### src/sv/gdcp_pkg.sv
// ----------------------------------------------------------------------------
// gdcp_pkg
// Shared types and constants of the display-control command port.
// ----------------------------------------------------------------------------
package gdcp_pkg;

    // Command codes in word bits 29:24.
    localparam logic [5:0] CMD_RESET      = 6'h00;
    localparam logic [5:0] CMD_FIFO_CLEAR = 6'h01;
    localparam logic [5:0] CMD_IRQ_ACK    = 6'h02;
    localparam logic [5:0] CMD_DISP_EN    = 6'h03;
    localparam logic [5:0] CMD_DMA_DIR    = 6'h04;
    localparam logic [5:0] CMD_DISP_START = 6'h05;
    localparam logic [5:0] CMD_HRANGE     = 6'h06;
    localparam logic [5:0] CMD_VRANGE     = 6'h07;
    localparam logic [5:0] CMD_DISP_MODE  = 6'h08;
    localparam logic [5:0] CMD_INFO_LO    = 6'h10;
    localparam logic [5:0] CMD_INFO_HI    = 6'h1F;

    // Info sub-codes in word bits 3:0.
    localparam logic [3:0] INFO_AREA_TL  = 4'd3;
    localparam logic [3:0] INFO_AREA_BR  = 4'd4;
    localparam logic [3:0] INFO_OFFSET   = 4'd5;
    localparam logic [3:0] INFO_VERSION  = 4'd7;

    // Configuration register indexes.
    localparam logic [2:0] CFG_DRAW_LEFT   = 3'd0;
    localparam logic [2:0] CFG_DRAW_TOP    = 3'd1;
    localparam logic [2:0] CFG_DRAW_RIGHT  = 3'd2;
    localparam logic [2:0] CFG_DRAW_BOTTOM = 3'd3;
    localparam logic [2:0] CFG_OFFSET_H    = 3'd4;
    localparam logic [2:0] CFG_OFFSET_V    = 3'd5;

    localparam logic [31:0] STATUS_RESET = 32'h1480_2000;
    localparam logic [21:0] GPU_VERSION  = 22'd2;

    // Display-side state, also the visible result fields.
    typedef struct packed {
        logic [31:0] status;
        logic [21:0] latch;
        logic [9:0]  disp_x;
        logic [8:0]  disp_y;
        logic [11:0] hstart;
        logic [11:0] hend;
        logic [9:0]  vstart;
        logic [9:0]  vend;
    } state_t;

    // Drawing area and offset values from the draw path.
    typedef struct packed {
        logic [9:0]  left;
        logic [9:0]  top;
        logic [9:0]  right;
        logic [9:0]  bottom;
        logic [10:0] off_h;
        logic [10:0] off_v;
    } draw_cfg_t;

    // One-transfer strobes of a command.
    typedef struct packed {
        logic fifo_clear;
        logic flip_clear;
        logic unknown;
    } flags_t;

endpackage

### src/sv/gdcp_exec.sv
// ----------------------------------------------------------------------------
// gdcp_exec
// Decodes one command word and computes the next display state and strobes.
// ----------------------------------------------------------------------------
module gdcp_exec (
    input  gdcp_pkg::state_t    state,
    input  gdcp_pkg::draw_cfg_t draw_cfg,
    input  logic [31:0]         word,
    output gdcp_pkg::state_t    state_next,
    output gdcp_pkg::flags_t    flags
);
    import gdcp_pkg::*;

    logic [5:0] cmd;
    logic [3:0] sub;

    assign cmd = word[29:24];
    assign sub = word[3:0];

    // Field updates for each command; unhandled codes leave the state alone.
    always_comb
    begin
        state_next = state;
        flags      = '0;
        case (cmd) inside
            CMD_RESET:
            begin
                state_next.status = STATUS_RESET;
                flags.flip_clear  = 1'b1;
            end
            CMD_FIFO_CLEAR:
            begin
                flags.fifo_clear = 1'b1;
            end
            CMD_IRQ_ACK:
            begin
                state_next.status[24] = 1'b0;
            end
            CMD_DISP_EN:
            begin
                state_next.status[23] = word[0];
            end
            CMD_DMA_DIR:
            begin
                state_next.status[30:29] = word[1:0];
            end
            CMD_DISP_START:
            begin
                state_next.disp_x = word[9:0];
                state_next.disp_y = word[18:10];
            end
            CMD_HRANGE:
            begin
                state_next.hstart = word[11:0];
                state_next.hend   = word[23:12];
            end
            CMD_VRANGE:
            begin
                state_next.vstart = word[9:0];
                state_next.vend   = word[19:10];
            end
            CMD_DISP_MODE:
            begin
                state_next.status[22:17] = word[5:0];
                state_next.status[16]    = word[6];
                state_next.status[15]    = state.status[15];
                state_next.status[14]    = word[7];
            end
            [CMD_INFO_LO:CMD_INFO_HI]:
            begin
                case (sub)
                    INFO_AREA_TL:
                        state_next.latch = {2'b00, draw_cfg.top, draw_cfg.left};
                    INFO_AREA_BR:
                        state_next.latch = {2'b00, draw_cfg.bottom, draw_cfg.right};
                    INFO_OFFSET:
                        state_next.latch = {draw_cfg.off_v, draw_cfg.off_h};
                    INFO_VERSION:
                        state_next.latch = GPU_VERSION;
                    default:
                        flags.unknown = 1'b1;
                endcase
            end
            default:
            begin
                flags.unknown = 1'b1;
            end
        endcase
    end

endmodule

### src/sv/gpu_display_control_port.sv
// ----------------------------------------------------------------------------
// gpu_display_control_port
// Display-control command port: status, display area and info latch updates.
// ----------------------------------------------------------------------------
// Usage:
// A command word is transferred on the cmd channel (cmd_valid, cmd_stall).
// It lands in an input register; when the result register is free the
// decode logic updates the display state and the result register, and the
// result is offered on the res channel (res_valid, res_stall). The state
// registers themselves serve as the result fields, so they only move when
// a result is loaded.
// Throughput is one command per clock while the receiver does not stall;
// the input register and the result register let a new command be taken
// while the previous result is still waiting.
// When the receiver stalls, the result holds, the input register fills and
// cmd_stall rises until the result is taken.
// The user must write drawing area and offset values on the cfg port only
// while idle; the block does not enforce this. Reset sets the status word to
// its power-on value, clears all other state and empties both registers.
// ----------------------------------------------------------------------------
module gpu_display_control_port (
    input  logic        clk,
    input  logic        rst_n,
    // Configuration write port.
    input  logic        cfg_write,
    input  logic [2:0]  cfg_index,
    input  logic [10:0] cfg_data,
    // Command channel.
    input  logic        cmd_valid,
    output logic        cmd_stall,
    input  logic [31:0] command_word,
    // Result channel.
    output logic        res_valid,
    input  logic        res_stall,
    output logic [31:0] status_word,
    output logic [21:0] info_latch,
    output logic [9:0]  start_x,
    output logic [8:0]  start_y,
    output logic [11:0] horiz_begin,
    output logic [11:0] horiz_finish,
    output logic [9:0]  vert_begin,
    output logic [9:0]  vert_finish,
    output logic        fifo_clear,
    output logic        flip_clear,
    output logic        unknown_command
);
    import gdcp_pkg::*;

    draw_cfg_t cfg_reg;
    logic      in_valid_reg;
    logic [31:0] in_word_reg;
    state_t    state_reg;
    state_t    state_next;
    flags_t    flags_reg;
    flags_t    flags_next;
    logic      res_valid_reg;
    logic      advance;

    // Configuration registers.
    always_ff @(posedge clk or negedge rst_n)
    begin
        if (!rst_n)
        begin
            cfg_reg <= '0;
        end
        else if (cfg_write)
        begin
            case (cfg_index)
                CFG_DRAW_LEFT:   cfg_reg.left   <= cfg_data[9:0];
                CFG_DRAW_TOP:    cfg_reg.top    <= cfg_data[9:0];
                CFG_DRAW_RIGHT:  cfg_reg.right  <= cfg_data[9:0];
                CFG_DRAW_BOTTOM: cfg_reg.bottom <= cfg_data[9:0];
                CFG_OFFSET_H:    cfg_reg.off_h  <= cfg_data;
                CFG_OFFSET_V:    cfg_reg.off_v  <= cfg_data;
                default:         cfg_reg        <= cfg_reg;
            endcase
        end
    end

    // Handshake: a command moves on when the result register is free.
    assign advance   = in_valid_reg && (!res_valid_reg || !res_stall);
    assign cmd_stall = in_valid_reg && !advance;

    // Input register.
    always_ff @(posedge clk or negedge rst_n)
    begin
        if (!rst_n)
        begin
            in_valid_reg <= 1'b0;
        end
        else if (!cmd_stall)
        begin
            in_valid_reg <= cmd_valid;
        end
    end

    always_ff @(posedge clk)
    begin
        if (cmd_valid && !cmd_stall)
        begin
            in_word_reg <= command_word;
        end
    end

    // Command decode.
    gdcp_exec u_exec (
        .state      (state_reg),
        .draw_cfg   (cfg_reg),
        .word       (in_word_reg),
        .state_next (state_next),
        .flags      (flags_next)
    );

    // Display state and result register.
    always_ff @(posedge clk or negedge rst_n)
    begin
        if (!rst_n)
        begin
            state_reg        <= '{status: STATUS_RESET, default: '0};
            flags_reg        <= '0;
            res_valid_reg    <= 1'b0;
        end
        else
        begin
            if (advance)
            begin
                state_reg <= state_next;
                flags_reg <= flags_next;
            end
            if (advance)
            begin
                res_valid_reg <= 1'b1;
            end
            else if (!res_stall)
            begin
                res_valid_reg <= 1'b0;
            end
        end
    end

    // Result fields.
    assign res_valid       = res_valid_reg;
    assign status_word     = state_reg.status;
    assign info_latch      = state_reg.latch;
    assign start_x         = state_reg.disp_x;
    assign start_y         = state_reg.disp_y;
    assign horiz_begin     = state_reg.hstart;
    assign horiz_finish    = state_reg.hend;
    assign vert_begin      = state_reg.vstart;
    assign vert_finish     = state_reg.vend;
    assign fifo_clear      = flags_reg.fifo_clear;
    assign flip_clear      = flags_reg.flip_clear;
    assign unknown_command = flags_reg.unknown;

`ifndef SYNTHESIS
    // Only one strobe can come from a single command.
    a_one_strobe: assert property (@(posedge clk) disable iff (!rst_n)
        res_valid |-> !(fifo_clear && flip_clear) && !(flip_clear && unknown_command))
        else $error("more than one command strobe in a result");

    // A texture-flip clear always comes with the power-on status word.
    a_flip_status: assert property (@(posedge clk) disable iff (!rst_n)
        (res_valid && flip_clear) |-> (status_word == STATUS_RESET))
        else $error("status word not reset with flip clear");

    // The command side only stalls with a held command waiting.
    a_stall_cause: assert property (@(posedge clk) disable iff (!rst_n)
        cmd_stall |-> (in_valid_reg && res_valid && res_stall))
        else $error("command stall without a blocked result");

    // The display state does not move while a result waits on a stall.
    a_state_hold: assert property (@(posedge clk) disable iff (!rst_n)
        (res_valid && res_stall) |=> $stable(state_reg))
        else $error("display state changed under a stalled result");
`endif

endmodule

### config.mk
export PLATFORM = sky130hd
export DESIGN_NAME = gpu_display_control_port
export DESIGN_NICKNAME = d
export VERILOG_FILES = /design/src/sv/gdcp_pkg.sv /design/src/sv/gdcp_exec.sv /design/src/sv/gpu_display_control_port.sv
export SDC_FILE = /design/constraint.sdc
export NUM_CORES = 1
export LEC_CHECK = 0
export ABC_AREA = 0
export BUFFER_PORTS_ARGS = -buffer_cell sky130_fd_sc_hd__buf_2
export CORE_MARGIN = 10
export CORE_UTILIZATION = 40
export CTS_CLUSTER_SIZE = 14
export DETAILED_ROUTE_END_ITERATION = 6
export GPL_ROUTABILITY_DRIVEN = 0
export MAX_ROUTING_LAYER = met4
export PLACE_DENSITY = 0.74
export SETUP_SLACK_MARGIN = 0.05
export SYNTH_ARGS = -nofsm -noshare
export SYNTH_HDL_FRONTEND = slang
export SYNTH_SLANG_ARGS = --single-unit
### constraint.sdc
create_clock -name clk -period 5.77 [get_ports clk]
set_clock_uncertainty 0.15 [all_clocks]
set_input_delay 0.8655 -clock clk [delete_from_list [all_inputs] [get_ports clk]]
set_output_delay 0.8655 -clock clk [all_outputs]
set_load 0.02 [all_outputs]
==> flow_metrics.env <==
export IMPL_syn_area_sq_um=8150
export IMPL_fin_crit_sh=0.506
export IMPL_relSlewSlack=0.255
export IMPL_end_kind="flip-flop"
export IMPL_cts_resized=0
export IMPL_grt_pass1_wl_um=31800
export IMPL_regArea_sq_um=4980
export IMPL_max_stage_delay_ns=0.95
export IMPL_cpLargestDelayFamily="simple AND/OR/NAND/NOR gates"
export IMPL_dp_hpwl_um=13600
export IMPL_worstSetupPathType="flip-flop to flip-flop"
export IMPL_top_usage_layer="met2"
export IMPL_clk_path_buf_depth=2
export IMPL_std_cell_rows=52
export IMPL_grt_use_met1=0.183
export IMPL_start_kind="flip-flop"
export IMPL_synth_async_sr_flop_share=0.845
export IMPL_p_per_area_nw_per_um2=382
export IMPL_wl_um=20800
export IMPL_fillCellCount=1771
export IMPL_cts_sinks=193
export IMPL_core_area_sq_um=20100
export IMPL_synthFlopType="dfrtp_1"
export IMPL_postPlaceCellArea_sq_um=9090
export IMPL_cts_tree="yes"
export IMPL_cp_arrival_ns=3.11
export IMPL_finalMaxSlewViolations=0
export IMPL_cts_buffers=17
export IMPL_min_path_type="input port to asynchronous set/reset pin"
export IMPL_synthTopCellsByArea="dfrtp_1 (50%), mux2_2 (18%), edfxtp_1 (11%), a31oi_1 (3.0%), or4bb_1 (2.1%)"
export IMPL_fp_dieArea_sq_um=26500
export IMPL_clk_latency_ns=0.43
export IMPL_port_buffer_count=149
export IMPL_cp_num_cells=4
export IMPL_die_w_um=163
export IMPL_cap_violations=0
export IMPL_finalInstanceArea_sq_um=9660
export IMPL_largest_register_ffs=62
export IMPL_antenna_left=0
export IMPL_post_cts_setup_buffer_count=0
export IMPL_drive_gt1_frac=0.456
export IMPL_num_vias=5233
export IMPL_drt_first_pass_iters=4
export IMPL_dp_cells=968
export IMPL_antenna_found_initial=0
export IMPL_root_buffer="clkbuf_16"
export IMPL_timing_fmax_mhz=342
export IMPL_n_antenna_cell=0
export IMPL_synthCells=580
export IMPL_irDropWorstVdd_mv=0.183
export IMPL_multi_input_area_sq_um=2880
export IMPL_post_route_util=0.481
export IMPL_grt_start_max_net_pins=71
export IMPL_route_detailed_drc=0
export IMPL_p_leak_nw=4.48
export IMPL_rsz0062_at_grt="false"
export IMPL_grt_use_met3=0.0478
export IMPL_layout_min_cycle_time_ns=2.92
export IMPL_met2_usage=0.252
export IMPL_path_clk_slew_ns=0.07
export IMPL_tns_ns=0
export IMPL_ioPinCount=173
export IMPL_nNetsFinal=768
export IMPL_grt_usage=0.158
export IMPL_hold_viol_final=0
export IMPL_drt_iter0_markers=361
export IMPL_wl_per_cell_um=20.8
export IMPL_grt_remaining_overflow=0
export IMPL_die_y_um=163
export IMPL_yosysTopAreaCellShare=0.498
export IMPL_htreeDepth=4
export IMPL_initial_utilization=0.405
export IMPL_ys_ff_latch=193
export IMPL_synth_seq_area_share=0.612
export IMPL_yosysWarnings=0
export IMPL_slowest_stage="and3_1"
export IMPL_critPathLaunch="in_word_reg[1]$_DFFE_PP_"
export IMPL_required_ns=5.96
export IMPL_grt_pass1_vias=5721
export IMPL_area_growth_pct=18.6
export IMPL_worst_path_buf_inv=1
export IMPL_status="finished clean"
export IMPL_hold_ws_ns=0.280
export IMPL_synth_edf_count=30
export IMPL_fin_cells=1000
export IMPL_crit_fanout=47
export IMPL_worstPathCellList="buf_4, mux2_2, and3_1, mux2i_1"
export IMPL_yosys_area_top_type="dfrtp_1"
export IMPL_timing_rr_start="in_word_reg[1]$_DFFE_PP_"
export IMPL_yosys_cell_types_count=50
export IMPL_cts_hold_buffers=0
export IMPL_tightest_slew_ns=1.11
export IMPL_reg2reg_depth=4
export IMPL_setup_viol=0
export IMPL_avgSynthCellArea_sq_um=14.0
export IMPL_vias_per_cell=5.23
[cell families after synthesis]
group           Yosys count  share of synthesized area
buf+inv                  75                     0.0485
flops                   193                      0.612
simple gates             81                     0.0705
mux                     138                      0.189
compound gates           91                     0.0793
other cells               2                   0.000922
[through the flow]
stage	power, mW	setup WS, ns
3_3_place_gp	2.56	2.59
3_5_place_dp	2.59	2.54
4_1_cts	3.73	2.87
6_report	3.69	2.85
5_1_grt	3.87	2.70
2_1_floorplan	2.28	3.49
[power by group]
group          internal, mW  switching, mW  total (mW)
logic                 0.319          0.457       0.776
registers              1.63          0.138        1.77
clock network         0.611          0.529        1.14
[cell type report]
type | count | share of cell area
Clock buffer | 21 | 0.0499
Clock inverter | 11 | 0.00920
Inverter | 12 | 0.00466
Multi-Input combinational cell | 331 | 0.298
Sequential cell | 193 | 0.516
Tap cell | 270 | 0.0350
Timing Repair Buffer | 162 | 0.0879
[worst register-to-register path: stages (launching register included)]
cell,delay [ns]
edfxtp_1,0.33
buf_4,0.43
mux2_2,0.66
and3_1,0.96
mux2i_1,0.30
[routing by layer]
metal	part of all wire	wire, um	vias to the layer above
met3	0.073	1510	31
met2	0.50	10400	166
met4	0.020	425	0
met5	0	0	-
li1	-	-	2356
met1	0.40	8400	2680
[worst paths after layout]
| path | slack, ns | end |
|---|---|---|
| min in group clk | 0.33 | horiz_finish[10]$_DFFE_PN0P_ |
| worst min register to register | 0.33 | horiz_finish[10]$_DFFE_PN0P_ |
| max in group asynchronous | 4.03 | cfg_reg[42]$_DFFE_PN0P_ |
| worst max-delay path | 2.85 | info_latch[21]$_DFFE_PN0P_ |
| worst max register to register | 2.85 | info_latch[21]$_DFFE_PN0P_ |
| worst min-delay path | 0.28 | start_x[8]$_DFFE_PN0P_ |
[Yosys cell counts, drive strengths merged (2+ instances only)]
cell type and n:
inv 12, mux2 128, nor3 5, a22o 2, nand4b 2, conb 2, nand2 31, nand2b 4
nand3 2, and3 2, dfrtp 162, or4bb 15, a22oi 19, edfxtp 30, buf 37, nor4 2
a31oi 39, nand4bb 4, mux2i 10, nor4b 2, nor4bb 2, clkbuf 26, o31a 2, a21o 20
[layout by cell type, fill, tap and decap left out, types with 3 or more instances in the layout]
master	netlist	layout
buf_2	12	148
conb_1	2	21
dfrtp_1	162	162
nand2b_1	4	4
nor3_1	3	3
mux2i_1	10	10
or4bb_1	15	15
a21o_1	20	20
mux2_2	128	128
a22oi_1	19	19
nand4bb_1	4	4
clkbuf_16	0	18
edfxtp_1	30	30
a31oi_1	39	39
nand2_1	31	31
inv_1	12	12
buf_4	22	13
inv_6	0	6
Power figures use the tool's default switching activity.
